File: src/hdl/rrts_pkg.sv
// Shared types, constants and helpers of the round-robin thread scheduler.
package rrts_pkg;

   localparam int MAX_THREADS = 64;
   localparam int MAX_CPUS    = 8;

   localparam int FUNC_W      = 2;
   localparam int THREAD_W    = 7;
   localparam int CODE_W      = 4;
   localparam int CPU_W       = 3;
   localparam int STATUS_W    = 2;
   localparam int OUTCOME_W   = 2;
   localparam int CSR_INDEX_W = 1;
   localparam int CSR_DATA_W  = 4;
   localparam int CPU_COUNT_W = 4;

   localparam int SLOT_W  = $clog2(MAX_THREADS);
   localparam int COUNT_W = SLOT_W + 1;
   localparam int OWNER_W = CPU_W + 1;

   localparam logic [THREAD_W-1:0]    NO_THREAD       = THREAD_W'(MAX_THREADS);
   localparam logic [OWNER_W-1:0]     OWNER_NONE      = '0;
   localparam logic [CPU_COUNT_W-1:0] CPU_COUNT_RESET = CPU_COUNT_W'(1);
   localparam logic [CODE_W-1:0]      RUNNABLE_RESET  = CODE_W'(1);

   typedef enum logic [FUNC_W-1:0] {
      FUNC_CREATE     = 2'd0,
      FUNC_DESTROY    = 2'd1,
      FUNC_SET_STATE  = 2'd2,
      FUNC_RESCHEDULE = 2'd3
   } func_type;

   typedef enum logic [STATUS_W-1:0] {
      STATUS_OK      = 2'd0,
      STATUS_FULL    = 2'd1,
      STATUS_BAD_CPU = 2'd2
   } status_type;

   typedef enum logic [OUTCOME_W-1:0] {
      OUTCOME_IDLE   = 2'd0,
      OUTCOME_SAME   = 2'd1,
      OUTCOME_SWITCH = 2'd2
   } outcome_type;

   typedef enum logic [CSR_INDEX_W-1:0] {
      CSR_CPU_COUNT = 1'b0,
      CSR_RUNNABLE  = 1'b1
   } csr_index_type;

   typedef enum logic [2:0] {
      S_IDLE,
      S_DISPATCH,
      S_RELEASE,
      S_CREATE,
      S_SCAN,
      S_RESPOND
   } ctrl_state_type;

   typedef struct packed {
      logic latch_item;
      logic do_destroy;
      logic do_set_state;
      logic rel_read;
      logic rel_write;
      logic create_init;
      logic create_next;
      logic create_take;
      logic res_ok;
      logic res_full;
      logic res_bad_cpu;
      logic scan_init;
      logic scan_step;
      logic scan_pick;
      logic scan_miss;
      logic emit;
   } cmd_type;

   typedef struct packed {
      func_type func;
      logic     tid_in_range;
      logic     tid_valid;
      logic     cpu_ok;
      logic     release_needed;
      logic     owner_match;
      logic     create_free;
      logic     create_last;
      logic     scan_hit;
      logic     scan_exhausted;
      logic     out_free;
   } sts_type;

   // Circular successor of a slot number.
   function automatic logic [SLOT_W-1:0] next_slot(input logic [SLOT_W-1:0] s);
      logic [SLOT_W-1:0] r;
      if (s == SLOT_W'(MAX_THREADS - 1)) begin
         r = '0;
      end else begin
         r = s + SLOT_W'(1);
      end
      return r;
   endfunction

endpackage

File: src/hdl/rrts_req_if.sv
// Request channel of the scheduler: handshake plus one operation beat.
interface rrts_req_if import rrts_pkg::*; ();
   logic                valid;
   logic                ready;
   logic [FUNC_W-1:0]   func;
   logic [THREAD_W-1:0] slot_id;
   logic [CODE_W-1:0]   state_code;
   logic [CPU_W-1:0]    cpu;
   logic                keep_owner;

   modport source (output valid, func, slot_id, state_code, cpu, keep_owner, input ready);
   modport sink   (input valid, func, slot_id, state_code, cpu, keep_owner, output ready);
endinterface

File: src/hdl/rrts_rsp_if.sv
// Response channel of the scheduler: handshake plus one result beat.
interface rrts_rsp_if import rrts_pkg::*; ();
   logic                 valid;
   logic                 ready;
   logic [STATUS_W-1:0]  status;
   logic [THREAD_W-1:0]  result_thread;
   logic [OUTCOME_W-1:0] outcome;

   modport source (output valid, status, result_thread, outcome, input ready);
   modport sink   (input valid, status, result_thread, outcome, output ready);
endinterface

File: src/hdl/rrts_ram.sv
// Generic single-write, single-read RAM with registered read data.
module rrts_ram #(
   parameter int WIDTH = 4,
   parameter int DEPTH = 64
) (
   input  logic                     clock,
   input  logic                     write_en,
   input  logic [$clog2(DEPTH)-1:0] write_addr,
   input  logic [WIDTH-1:0]         write_data,
   input  logic [$clog2(DEPTH)-1:0] read_addr,
   output logic [WIDTH-1:0]         read_data
);

   logic [WIDTH-1:0] mem_ff [DEPTH];
   logic [WIDTH-1:0] read_data_ff;

   always_ff @(posedge clock) begin
      if (write_en) begin
         mem_ff[write_addr] <= write_data;
      end
      read_data_ff <= mem_ff[read_addr];
   end

   assign read_data = read_data_ff;

endmodule

File: src/hdl/rrts_datapath.sv
// Scheduler datapath: thread table, processor table, pick pointer, scan and result registers.
module rrts_datapath import rrts_pkg::*; (
   input  logic                   clock,
   input  logic                   reset,
   input  logic                   csr_write_en,
   input  logic [CSR_INDEX_W-1:0] csr_index,
   input  logic [CSR_DATA_W-1:0]  csr_wdata,
   input  logic [FUNC_W-1:0]      req_func,
   input  logic [THREAD_W-1:0]    req_slot_id,
   input  logic [CODE_W-1:0]      req_state_code,
   input  logic [CPU_W-1:0]       req_cpu,
   input  logic                   req_keep_owner,
   output logic                   rsp_valid,
   input  logic                   rsp_ready,
   output logic [STATUS_W-1:0]    rsp_status,
   output logic [THREAD_W-1:0]    rsp_result_thread,
   output logic [OUTCOME_W-1:0]   rsp_outcome,
   input  cmd_type                cmd,
   output sts_type                sts
);

   logic [CPU_COUNT_W-1:0] cpu_count_ff;
   logic [CODE_W-1:0]      runnable_ff;
   logic [MAX_THREADS-1:0] slot_valid_ff;
   logic [THREAD_W-1:0]    cpu_current_ff [MAX_CPUS];
   logic [SLOT_W-1:0]      pick_ptr_ff;

   func_type               func_ff;
   logic [THREAD_W-1:0]    tid_ff;
   logic [CODE_W-1:0]      code_ff;
   logic [CPU_W-1:0]       cpu_ff;
   logic                   keep_ff;

   logic [SLOT_W-1:0]      create_idx_ff;
   logic [SLOT_W-1:0]      scan_addr_ff;
   logic [COUNT_W-1:0]     issued_ff;
   logic                   chk_v_ff;
   logic [SLOT_W-1:0]      chk_addr_ff;

   status_type             res_status_ff;
   logic [THREAD_W-1:0]    res_thread_ff;
   outcome_type            res_outcome_ff;

   logic                   rsp_valid_ff;
   status_type             rsp_status_ff;
   logic [THREAD_W-1:0]    rsp_thread_ff;
   outcome_type            rsp_outcome_ff;

   logic [THREAD_W-1:0]    cur;
   logic [SLOT_W-1:0]      cur_slot;
   logic                   cur_in_range;
   logic [SLOT_W-1:0]      tid_slot;
   logic [THREAD_W-1:0]    chk_thread;

   logic                   state_we;
   logic [SLOT_W-1:0]      state_waddr;
   logic [CODE_W-1:0]      state_wdata;
   logic [CODE_W-1:0]      state_rd;
   logic                   owner_we;
   logic [SLOT_W-1:0]      owner_waddr;
   logic [OWNER_W-1:0]     owner_wdata;
   logic [SLOT_W-1:0]      owner_raddr;
   logic [OWNER_W-1:0]     owner_rd;
   logic                   scan_hit;
   logic                   out_free;

   assign cur          = cpu_current_ff[cpu_ff];
   assign cur_slot     = cur[SLOT_W-1:0];
   assign cur_in_range = cur < NO_THREAD;
   assign tid_slot     = tid_ff[SLOT_W-1:0];
   assign chk_thread   = THREAD_W'(chk_addr_ff);

   // Table memories: state code and owner ({owned, cpu}) per slot.
   always_comb begin
      state_we    = cmd.do_set_state | cmd.create_take;
      state_waddr = cmd.create_take ? create_idx_ff : tid_slot;
      state_wdata = cmd.create_take ? '0 : code_ff;

      owner_we    = cmd.rel_write | cmd.create_take | cmd.scan_pick;
      owner_waddr = chk_addr_ff;
      owner_wdata = {1'b1, cpu_ff};
      if (cmd.rel_write) begin
         owner_waddr = cur_slot;
         owner_wdata = OWNER_NONE;
      end else if (cmd.create_take) begin
         owner_waddr = create_idx_ff;
         owner_wdata = OWNER_NONE;
      end
      owner_raddr = cmd.rel_read ? cur_slot : scan_addr_ff;
   end

   rrts_ram #(.WIDTH(CODE_W), .DEPTH(MAX_THREADS)) u_state_ram (
      .clock      (clock),
      .write_en   (state_we),
      .write_addr (state_waddr),
      .write_data (state_wdata),
      .read_addr  (scan_addr_ff),
      .read_data  (state_rd)
   );

   rrts_ram #(.WIDTH(OWNER_W), .DEPTH(MAX_THREADS)) u_owner_ram (
      .clock      (clock),
      .write_en   (owner_we),
      .write_addr (owner_waddr),
      .write_data (owner_wdata),
      .read_addr  (owner_raddr),
      .read_data  (owner_rd)
   );

   assign scan_hit = chk_v_ff && slot_valid_ff[chk_addr_ff] &&
                     (state_rd == runnable_ff) && !owner_rd[OWNER_W-1];
   assign out_free = !rsp_valid_ff || rsp_ready;

   always_comb begin
      sts.func           = func_ff;
      sts.tid_in_range   = tid_ff < NO_THREAD;
      sts.tid_valid      = slot_valid_ff[tid_slot];
      sts.cpu_ok         = ({1'b0, cpu_ff} < cpu_count_ff) &&
                           ({1'b0, cpu_ff} < CPU_COUNT_W'(MAX_CPUS));
      sts.release_needed = !keep_ff && cur_in_range && slot_valid_ff[cur_slot];
      sts.owner_match    = owner_rd[OWNER_W-1] && (owner_rd[CPU_W-1:0] == cpu_ff);
      sts.create_free    = !slot_valid_ff[create_idx_ff];
      sts.create_last    = create_idx_ff == SLOT_W'(MAX_THREADS - 1);
      sts.scan_hit       = scan_hit;
      sts.scan_exhausted = issued_ff == COUNT_W'(MAX_THREADS);
      sts.out_free       = out_free;
   end

   // Control state: configuration, slot valid bits, processor table, pointer, beat valid.
   always_ff @(posedge clock) begin
      if (reset) begin
         cpu_count_ff  <= CPU_COUNT_RESET;
         runnable_ff   <= RUNNABLE_RESET;
         slot_valid_ff <= '0;
         for (int i = 0; i < MAX_CPUS; i++) begin
            cpu_current_ff[i] <= NO_THREAD;
         end
         pick_ptr_ff   <= '0;
         chk_v_ff      <= 1'b0;
         rsp_valid_ff  <= 1'b0;
      end else begin
         if (csr_write_en) begin
            unique case (csr_index_type'(csr_index))
               CSR_CPU_COUNT: cpu_count_ff <= CPU_COUNT_W'(csr_wdata);
               CSR_RUNNABLE:  runnable_ff  <= CODE_W'(csr_wdata);
            endcase
         end
         if (cmd.do_destroy) begin
            slot_valid_ff[tid_slot] <= 1'b0;
         end
         if (cmd.create_take) begin
            slot_valid_ff[create_idx_ff] <= 1'b1;
         end
         if (cmd.scan_init) begin
            chk_v_ff <= 1'b0;
         end else if (cmd.scan_step) begin
            chk_v_ff <= 1'b1;
         end
         if (cmd.scan_pick) begin
            cpu_current_ff[cpu_ff] <= chk_thread;
            pick_ptr_ff            <= next_slot(chk_addr_ff);
         end
         if (cmd.scan_miss) begin
            // Every slot was examined once without a hit.
            cpu_current_ff[cpu_ff] <= NO_THREAD;
            pick_ptr_ff            <= next_slot(pick_ptr_ff);
         end
         if (cmd.emit) begin
            rsp_valid_ff <= 1'b1;
         end else if (rsp_ready) begin
            rsp_valid_ff <= 1'b0;
         end
      end
   end

   // Payload registers.
   always_ff @(posedge clock) begin
      if (cmd.latch_item) begin
         func_ff <= func_type'(req_func);
         tid_ff  <= req_slot_id;
         code_ff <= req_state_code;
         cpu_ff  <= req_cpu;
         keep_ff <= req_keep_owner;
      end
      if (cmd.create_init) begin
         create_idx_ff <= '0;
      end else if (cmd.create_next) begin
         create_idx_ff <= create_idx_ff + SLOT_W'(1);
      end
      if (cmd.scan_init) begin
         scan_addr_ff <= pick_ptr_ff;
         issued_ff    <= '0;
      end else if (cmd.scan_step) begin
         scan_addr_ff <= next_slot(scan_addr_ff);
         issued_ff    <= issued_ff + COUNT_W'(1);
         chk_addr_ff  <= scan_addr_ff;
      end
      if (cmd.res_ok) begin
         res_status_ff  <= STATUS_OK;
         res_thread_ff  <= NO_THREAD;
         res_outcome_ff <= OUTCOME_IDLE;
      end
      if (cmd.res_full) begin
         res_status_ff  <= STATUS_FULL;
         res_thread_ff  <= NO_THREAD;
         res_outcome_ff <= OUTCOME_IDLE;
      end
      if (cmd.res_bad_cpu) begin
         res_status_ff  <= STATUS_BAD_CPU;
         res_thread_ff  <= NO_THREAD;
         res_outcome_ff <= OUTCOME_IDLE;
      end
      if (cmd.create_take) begin
         res_status_ff  <= STATUS_OK;
         res_thread_ff  <= THREAD_W'(create_idx_ff);
         res_outcome_ff <= OUTCOME_IDLE;
      end
      if (cmd.scan_pick) begin
         res_status_ff  <= STATUS_OK;
         res_thread_ff  <= chk_thread;
         res_outcome_ff <= (chk_thread == cur) ? OUTCOME_SAME : OUTCOME_SWITCH;
      end
      if (cmd.scan_miss) begin
         res_status_ff  <= STATUS_OK;
         res_thread_ff  <= NO_THREAD;
         res_outcome_ff <= OUTCOME_IDLE;
      end
      if (cmd.emit) begin
         rsp_status_ff  <= res_status_ff;
         rsp_thread_ff  <= res_thread_ff;
         rsp_outcome_ff <= res_outcome_ff;
      end
   end

   assign rsp_valid         = rsp_valid_ff;
   assign rsp_status        = rsp_status_ff;
   assign rsp_result_thread = rsp_thread_ff;
   assign rsp_outcome       = rsp_outcome_ff;

   a_create_sets_valid: assert property (@(posedge clock) disable iff (reset)
      cmd.create_take |=> slot_valid_ff[$past(create_idx_ff)])
      else $error("created slot is not marked valid");

   a_destroy_clears_valid: assert property (@(posedge clock) disable iff (reset)
      cmd.do_destroy |=> !slot_valid_ff[$past(tid_slot)])
      else $error("destroyed slot is still valid");

   a_pick_moves_pointer: assert property (@(posedge clock) disable iff (reset)
      cmd.scan_pick |=> pick_ptr_ff == next_slot($past(chk_addr_ff)))
      else $error("pick pointer did not move past the picked slot");

   a_pick_on_hit: assert property (@(posedge clock) disable iff (reset)
      cmd.scan_pick |-> scan_hit && chk_v_ff)
      else $error("slot picked without a runnable hit");

   a_no_step_past_end: assert property (@(posedge clock) disable iff (reset)
      cmd.scan_step |-> issued_ff < COUNT_W'(MAX_THREADS))
      else $error("scan issued more reads than there are slots");

endmodule

File: src/hdl/rrts_controller.sv
// Scheduler controller: sequences each operation over the datapath.
module rrts_controller import rrts_pkg::*; (
   input  logic    clock,
   input  logic    reset,
   input  logic    req_valid,
   output logic    req_ready,
   input  sts_type sts,
   output cmd_type cmd
);

   ctrl_state_type state_ff;
   ctrl_state_type state_in;

   always_ff @(posedge clock) begin
      if (reset) begin
         state_ff <= S_IDLE;
      end else begin
         state_ff <= state_in;
      end
   end

   always_comb begin
      state_in  = state_ff;
      cmd       = '0;
      req_ready = 1'b0;
      unique case (state_ff)
         S_IDLE: begin
            req_ready = 1'b1;
            if (req_valid) begin
               cmd.latch_item = 1'b1;
               state_in       = S_DISPATCH;
            end
         end
         S_DISPATCH: begin
            unique case (sts.func)
               FUNC_CREATE: begin
                  cmd.create_init = 1'b1;
                  state_in        = S_CREATE;
               end
               FUNC_DESTROY: begin
                  cmd.do_destroy = sts.tid_in_range;
                  cmd.res_ok     = 1'b1;
                  state_in       = S_RESPOND;
               end
               FUNC_SET_STATE: begin
                  // A free slot keeps its state.
                  cmd.do_set_state = sts.tid_in_range && sts.tid_valid;
                  cmd.res_ok       = 1'b1;
                  state_in         = S_RESPOND;
               end
               FUNC_RESCHEDULE: begin
                  if (!sts.cpu_ok) begin
                     cmd.res_bad_cpu = 1'b1;
                     state_in        = S_RESPOND;
                  end else begin
                     cmd.scan_init = 1'b1;
                     if (sts.release_needed) begin
                        cmd.rel_read = 1'b1;
                        state_in     = S_RELEASE;
                     end else begin
                        state_in = S_SCAN;
                     end
                  end
               end
            endcase
         end
         S_RELEASE: begin
            cmd.rel_write = sts.owner_match;
            state_in      = S_SCAN;
         end
         S_CREATE: begin
            if (sts.create_free) begin
               cmd.create_take = 1'b1;
               state_in        = S_RESPOND;
            end else if (sts.create_last) begin
               cmd.res_full = 1'b1;
               state_in     = S_RESPOND;
            end else begin
               cmd.create_next = 1'b1;
            end
         end
         S_SCAN: begin
            if (sts.scan_hit) begin
               cmd.scan_pick = 1'b1;
               state_in      = S_RESPOND;
            end else if (sts.scan_exhausted) begin
               cmd.scan_miss = 1'b1;
               state_in      = S_RESPOND;
            end else begin
               cmd.scan_step = 1'b1;
            end
         end
         S_RESPOND: begin
            if (sts.out_free) begin
               cmd.emit = 1'b1;
               state_in = S_IDLE;
            end
         end
         default: begin
            state_in = S_IDLE;
         end
      endcase
   end

endmodule

File: src/hdl/round_robin_thread_scheduler_unit.sv
// Top level of the round-robin thread scheduler: controller, datapath and channel wiring.
//
//   channel   direction  handshake            beat contents
//   req_ch    in         valid/ready          func, slot_id, state_code, cpu, keep_owner
//   rsp_ch    out        valid/ready          status, result_thread, outcome
//   csr_*     in         write enable only    register index, write data
//
// One operation is in flight at a time. Destroy and set state pass through the dispatch
// state to the result register; create searches from slot zero for the lowest free slot,
// as the slot search walks the valid bits one a cycle.
// Reschedule reads the table RAM one slot a cycle from the pick pointer, after a release
// step for the current thread where one is needed.
// Reset is synchronous and needs no clearing pass. A stalled result waits in the
// output register while the next request beat is already accepted.
module round_robin_thread_scheduler_unit import rrts_pkg::*; (
   input  logic                   clock,
   input  logic                   reset,
   rrts_req_if.sink               req_ch,
   rrts_rsp_if.source             rsp_ch,
   input  logic                   csr_write_en,
   input  logic [CSR_INDEX_W-1:0] csr_index,
   input  logic [CSR_DATA_W-1:0]  csr_wdata
);

   cmd_type cmd;
   sts_type sts;

   rrts_controller u_controller (
      .clock     (clock),
      .reset     (reset),
      .req_valid (req_ch.valid),
      .req_ready (req_ch.ready),
      .sts       (sts),
      .cmd       (cmd)
   );

   rrts_datapath u_datapath (
      .clock             (clock),
      .reset             (reset),
      .csr_write_en      (csr_write_en),
      .csr_index         (csr_index),
      .csr_wdata         (csr_wdata),
      .req_func          (req_ch.func),
      .req_slot_id       (req_ch.slot_id),
      .req_state_code    (req_ch.state_code),
      .req_cpu           (req_ch.cpu),
      .req_keep_owner    (req_ch.keep_owner),
      .rsp_valid         (rsp_ch.valid),
      .rsp_ready         (rsp_ch.ready),
      .rsp_status        (rsp_ch.status),
      .rsp_result_thread (rsp_ch.result_thread),
      .rsp_outcome       (rsp_ch.outcome),
      .cmd               (cmd),
      .sts               (sts)
   );

endmodule

File: src/flat_wrapper.sv
// flat-port wrapper written by rule: the top's interface ports become plain ports
module round_robin_thread_scheduler_unit_flat import rrts_pkg::*;
  (clock, reset, csr_write_en, csr_index, csr_wdata, req_ch_valid, req_ch_func, req_ch_slot_id, req_ch_state_code, req_ch_cpu, req_ch_keep_owner, req_ch_ready, rsp_ch_valid, rsp_ch_status, rsp_ch_result_thread, rsp_ch_outcome, rsp_ch_ready);
  rrts_req_if req_ch_i ();
  rrts_rsp_if rsp_ch_i ();
  input  logic clock;
  input  logic reset;
  input  logic csr_write_en;
  input  logic [CSR_INDEX_W-1:0] csr_index;
  input  logic [CSR_DATA_W-1:0] csr_wdata;
  input wire logic [$bits(req_ch_i.valid)-1:0] req_ch_valid;
  input wire logic [$bits(req_ch_i.func)-1:0] req_ch_func;
  input wire logic [$bits(req_ch_i.slot_id)-1:0] req_ch_slot_id;
  input wire logic [$bits(req_ch_i.state_code)-1:0] req_ch_state_code;
  input wire logic [$bits(req_ch_i.cpu)-1:0] req_ch_cpu;
  input wire logic [$bits(req_ch_i.keep_owner)-1:0] req_ch_keep_owner;
  output wire logic [$bits(req_ch_i.ready)-1:0] req_ch_ready;
  output wire logic [$bits(rsp_ch_i.valid)-1:0] rsp_ch_valid;
  output wire logic [$bits(rsp_ch_i.status)-1:0] rsp_ch_status;
  output wire logic [$bits(rsp_ch_i.result_thread)-1:0] rsp_ch_result_thread;
  output wire logic [$bits(rsp_ch_i.outcome)-1:0] rsp_ch_outcome;
  input wire logic [$bits(rsp_ch_i.ready)-1:0] rsp_ch_ready;
  assign req_ch_i.valid = req_ch_valid;
  assign req_ch_i.func = req_ch_func;
  assign req_ch_i.slot_id = req_ch_slot_id;
  assign req_ch_i.state_code = req_ch_state_code;
  assign req_ch_i.cpu = req_ch_cpu;
  assign req_ch_i.keep_owner = req_ch_keep_owner;
  assign req_ch_ready = req_ch_i.ready;
  assign rsp_ch_valid = rsp_ch_i.valid;
  assign rsp_ch_status = rsp_ch_i.status;
  assign rsp_ch_result_thread = rsp_ch_i.result_thread;
  assign rsp_ch_outcome = rsp_ch_i.outcome;
  assign rsp_ch_i.ready = rsp_ch_ready;
  round_robin_thread_scheduler_unit u_core (.clock(clock), .reset(reset), .req_ch(req_ch_i), .rsp_ch(rsp_ch_i), .csr_write_en(csr_write_en), .csr_index(csr_index), .csr_wdata(csr_wdata));
endmodule
File: config.mk
export PLATFORM = sky130hd
export DESIGN_NAME = round_robin_thread_scheduler_unit_flat
export DESIGN_NICKNAME = d
export VERILOG_FILES = /design/src/hdl/rrts_pkg.sv /design/src/hdl/rrts_req_if.sv /design/src/hdl/rrts_rsp_if.sv /design/src/hdl/rrts_ram.sv /design/src/hdl/rrts_datapath.sv /design/src/hdl/rrts_controller.sv /design/src/hdl/round_robin_thread_scheduler_unit.sv /design/src/flat_wrapper.sv
export SDC_FILE = /design/constraint.sdc
export NUM_CORES = 1
export LEC_CHECK = 0
export BUFFER_PORTS_ARGS = -buffer_cell sky130_fd_sc_hd__buf_2
export CORE_UTILIZATION = 65
export DETAILED_ROUTE_END_ITERATION = 10
export PLACE_DENSITY = 0.82
export SLEW_MARGIN = 25
export SYNTH_ARGS = -nofsm -noshare
export SYNTH_HDL_FRONTEND = slang
export SYNTH_SLANG_ARGS = --single-unit
File: constraint.sdc
create_clock -name clock -period 14.81 [get_ports clock]
set_input_delay 0.7405 -clock clock [delete_from_list [all_inputs] [get_ports clock]]
set_output_delay 0.7405 -clock clock [all_outputs]
set_load 0.1 [all_outputs]
==> run summary <==
The flow ran to the end, and the final reports show no timing, DRC or antenna violations. The maximum number of pins on one net before global-route repair was 82. The hold violation total from the final report was 0. The worst hold path belongs to the class input port to register. The tools report the remaining max-slew budget at the tightest pin as 0.2926.

STA classifies the critical path startpoint as a register. Internal power comes to 3.647 mW. For this design, the CTS-stage hold fixing added 0 buffers. At the pin with the least slew margin, the transition time is 1.054 ns.

The fill cell instance count of the final layout came out at 3095. For the relative contribution of combinational cells to total power, the log shows 0.148. The run gives 0 as the number of pins exceeding their max-slew limit in the final report. At the later pin of the worst-skew pair, clock insertion delay measures 0.64 ns. The run gives 11.91 nW as the leakage power.

The worst setup path is captured at a register. After the first detailed-routing iteration, the DRC count stood at 3996. The largest single stage delay on the critical path is 0.92 ns. The async set-reset flop share out of synthesis is 0, and the share of the yosys chip area belonging to registers is 0.6312.

During placement, the flow inserted port buffers numbering 39. The library cells used most frequently in the layout, excluding fill and tap cells, are sky130_fd_sc_hd__edfxtp_1 (608), sky130_fd_sc_hd__nor2_1 (247), sky130_fd_sc_hd__nand2_1 (246), sky130_fd_sc_hd__mux4_2 (135), sky130_fd_sc_hd__dfxtp_1 (116). The cell count after placement came out at 3030. The post-route non-filler standard cell count was 3161; the setup-violating endpoint count in the final report was 0. The H-tree was split into 3 levels. The tools report the arrival time of data at the critical path endpoint as 7.36 ns.

The run gives 0.7289 as the share of the core filled with cells. The tools report the overall global routing resource usage as 0.3542. The final cycle utilization of the critical path came out at 0.4581. In this run the most critical hold path is launched from req_ch_slot_id[4]. The antenna violation net count after detailed routing came out at 0.

TritonCTS created 72 clock buffers. The region available for standard cell placement spans 49250 sq um. The switching part of the total power is 0.2686, and the fraction of power consumed by the clock network is 0.378. The logs give 132.5 mm for the wire length of the first global-routing pass and 0 for the count of buffers added by post-CTS timing repair for setup.

Counting I/O delays and the setup requirement, the final critical path takes 6.785 ns. Across all setup checks in the final design, the least slack found is 8.025 ns. In the final routed layout, each cell accounts on average for 28.09 um. The tools report the total negative slack for setup checks as 0 ns.

The leading cell type in the layout, fill and taps excluded is sky130_fd_sc_hd__edfxtp_1. The power per unit of standard cell area was 138.9 nW/um^2. Count of yosys warnings during synthesis: 0. The root buffer cell chosen for the clock tree is sky130_fd_sc_hd__clkbuf_16. Setup repair after global routing left no endpoint under its margin. After detailed routing, the total wire length is 88.80 mm. The endpoint identified for the worst register-to-register timing path is u_core.u_datapath.u_owner_ram.read_data[1]$_DFF_P_.

Clock-pin slew was measured on the worst setup and hold paths at 0.07 ns. The run gives 40 as the boundary pin count. The synthesized design contains 608 enable-type register cells. The post-synth net total is 2469. For this design, the slowest cell found on the critical path is sky130_fd_sc_hd__a2111oi_0.

The worst hold path terminates at u_core.u_datapath.tid_ff[4]$_DFFE_PP_. From synthesis to final layout, the design area changed by 9.896%. The count of cells along the worst hold path was 1; the gate count of the mapped netlist was 2429. Counting every sink on the clock net gives 726. Measured along the x axis, the die boundary spans 226.2 um. Data on the critical path is required at its endpoint by 15.38 ns. The initialized floorplan defines 81 standard-cell rows. The die is 226.2 um tall. The worst-case IR drop observed on VDD is 0.1258 mV. Final setup skew: 0.04085 ns.

The netlist uses 76 different library cells. In the synthesized netlist the dominant register cell turns out to be sky130_fd_sc_hd__edfxtp_1. The congestion estimate from routability-driven global placement came to 0.9948. Using the TritonRoute via totals, the vias-per-cell ratio works out to 7.103. The post-synthesis average cell area was 13.45 sq um; the reg2reg setup slack was 8.03 ns. In this run, post-CTS repair resized a total of 0 instances. The mapped netlist covers 32670 sq um. The run gives 21680 as the via count of the first global-routing pass.

The portion of total power attributed to sequential cells came out at 0.474. The top fanout value on the critical path was 46; the number of nets in the layout was 2480. The classification of the worst setup path was register to register.

The routed layout has 22450 vias. The run gives 147.4 MHz as the upper clock frequency limit. The flip-flop and latch count after synthesis works out to 726. The die covers 51160 sq um.

The signal on the critical path passes through mux4_2 -> mux2i_1 -> nor2_1 -> a22oi_1 -> a211oi_1 -> nor4_1 -> a2111o_1 -> nand3_2 -> nand2_2 -> a2111oi_0 -> a2111oi_0 -> a2111oi_0 -> nand4_1. TritonCTS built the clock tree. The number of cells on the worst reg-to-reg path is 13. The run gives 0.6633 as the starting utilization of the core area.

The most frequent cell on the critical path was sky130_fd_sc_hd__a2111oi_0. Max-cap violations in this run came to 0. The total overflow left after global routing is 0. Before CTS, the worst setup slack after placement is 8.032 ns.

The initial antenna violation count came out at 0. The fraction of layout cells with a size suffix above 1 works out to 0.1575. After legalization and detailed placement, the total HPWL measured 56.38 mm. After detailed routing, the number of remaining DRC violations is 0. The logs give 7 for the first-pass iteration count of the detailed router and 3 for the number of buffers on the longest clock path. In this run the power spent charging and discharging nets is 1.340 mW.
## cells by family after synthesis
family	after synthesis	share of synthesized area
muxes	254	0.1304
and+or+nand+nor	788	0.1110
buffers and inverters	181	0.02332
AOI/OAI and AO/OA	440	0.09188
xor gates and xnor gates	27	0.007239
adders and majority gates	13	0.004979
DFF	726	0.6312
## power by group through the flow
stage	registers (mW)	logic [mW]	clock network, mW
after floorplan	2.37	0.533	0
after global placement	2.40	0.690	0
after detailed placement	2.40	0.713	0
after CTS	2.36	0.722	1.88
after global routing	2.37	0.775	1.96
final	2.36	0.739	1.88
## flip-flops by register name, indices dropped and copies added (netlist names), 7 cells and up, named ones only
signal and cells:
u_core.u_datapath.u_owner_ram.mem_ff 256, u_core.u_datapath.u_state_ram.mem_ff 256, u_core.u_datapath.slot_valid_ff 64, u_core.u_datapath.cpu_current_ff 56
u_core.u_datapath.issued_ff 7, u_core.u_datapath.res_thread_ff 7, u_core.u_datapath.rsp_result_thread 7, u_core.u_datapath.tid_ff 7
## critical path: cells and delay by family (launching register included)
kind | cells | cell delay [ns]
AOI/OAI and AO/OA | 6 | 2.32
DFF | 1 | 0.90
and+or+nand+nor | 5 | 2.31
muxes | 2 | 1.18
## how the worst max path moves through the flow
stage,start,endpoint,depth (start not counted)
after floorplan,u_core.u_datapath.create_idx_ff[3]$_SDFFE_PP0P_,u_core.u_datapath.u_owner_ram.mem_ff[0][2]$_DFFE_PP_,11
after global placement,register,u_core.u_datapath.u_owner_ram.read_data[2]$_DFF_P_,13
after detailed placement,register,u_core.u_datapath.u_owner_ram.read_data[1]$_DFF_P_,13
after CTS,register,u_core.u_datapath.u_owner_ram.read_data[1]$_DFF_P_,13
after global routing,register,u_core.u_datapath.u_owner_ram.read_data[1]$_DFF_P_,13
final,register,u_core.u_datapath.u_owner_ram.read_data[1]$_DFF_P_,13
## layout make-up
class                   instances  area (sq um)  area share
clock inverters                29         404.1     0.01126
well taps                     664         830.8     0.02314
diodes                          1         2.502  0.00006970
clock buffers                 101          2001     0.05573
inverters                      35         131.4    0.003659
flip-flops and latches        726         20620      0.5744
multi-input cells            1522         11380      0.3171
repair buffers                 83         525.5     0.01464
## metal layers
metal,global-route usage,up-vias,share of wire,wire [um]
met5,0,-,0,0
met4,0.1661,0,0.049,4348
met3,0.08080,323,0.13,11870
met2,0.5449,1810,0.46,41050
met1,0.4833,10920,0.36,31540
li1,-,9405,-,-
## per-stage QoR
stage | total power [mW] | hold WS (ns) | instance area [sq um]
after floorplan | 2.900 | 0.4033 | 32670
after detailed placement | 3.117 | 0.4271 | 33470
after global placement | 3.092 | 0.4199 | 33440
final | 4.986 | 0.2718 | 35900
after global routing | 5.100 | 0.2573 | 35900
after CTS | 4.968 | 0.2527 | 35870
## synthesized netlist by cell type, types with 6 or more instances
library cell                instances  area [sq um]
sky130_fd_sc_hd__o21ai_0           96         480.5
sky130_fd_sc_hd__a31oi_1           21         131.4
sky130_fd_sc_hd__nand3_1           50         250.2
sky130_fd_sc_hd__nor3b_1            6         45.04
sky130_fd_sc_hd__a222oi_1          10         100.1
sky130_fd_sc_hd__a211o_1            6         52.55
sky130_fd_sc_hd__nor2b_1           19         118.9
sky130_fd_sc_hd__mux2_2            24         270.3
sky130_fd_sc_hd__nor3_1            36         180.2
sky130_fd_sc_hd__a2111oi_0          6         52.55
sky130_fd_sc_hd__a221o_1            7         70.07
sky130_fd_sc_hd__o31ai_1            9         67.56
sky130_fd_sc_hd__buf_1             19         71.32
sky130_fd_sc_hd__and3_1            43         269.0
sky130_fd_sc_hd__nor2_1           249         934.7
sky130_fd_sc_hd__o22ai_1           10         62.56
sky130_fd_sc_hd__nand2_1          247         927.1
sky130_fd_sc_hd__clkbuf_1          98         367.9
sky130_fd_sc_hd__a22oi_1           24         180.2
sky130_fd_sc_hd__buf_2             17         85.08
sky130_fd_sc_hd__a211oi_1          35         262.8
sky130_fd_sc_hd__dfxtp_1          118          2362
sky130_fd_sc_hd__nand2b_1          16         100.1
sky130_fd_sc_hd__a21oi_1          108         540.5
sky130_fd_sc_hd__a311oi_1          15         131.4
sky130_fd_sc_hd__or2_2              6         37.54
sky130_fd_sc_hd__nand4_1           19         118.9
sky130_fd_sc_hd__xnor2_1           15         131.4
sky130_fd_sc_hd__a221oi_1          31         271.5
sky130_fd_sc_hd__nand3b_1           9         67.56
sky130_fd_sc_hd__nor4_1            11         68.82
sky130_fd_sc_hd__and2_1            63         394.1
sky130_fd_sc_hd__inv_1             32         120.1
sky130_fd_sc_hd__edfxtp_1         608         18260
sky130_fd_sc_hd__mux4_2           135          3040
sky130_fd_sc_hd__mux2i_1           95         950.9
sky130_fd_sc_hd__buf_4              6         45.04
sky130_fd_sc_hd__xor2_1            12         105.1
sky130_fd_sc_hd__a21boi_0          11         82.58
sky130_fd_sc_hd__ha_1              13         162.7
(Power assumes the default switching activity.)
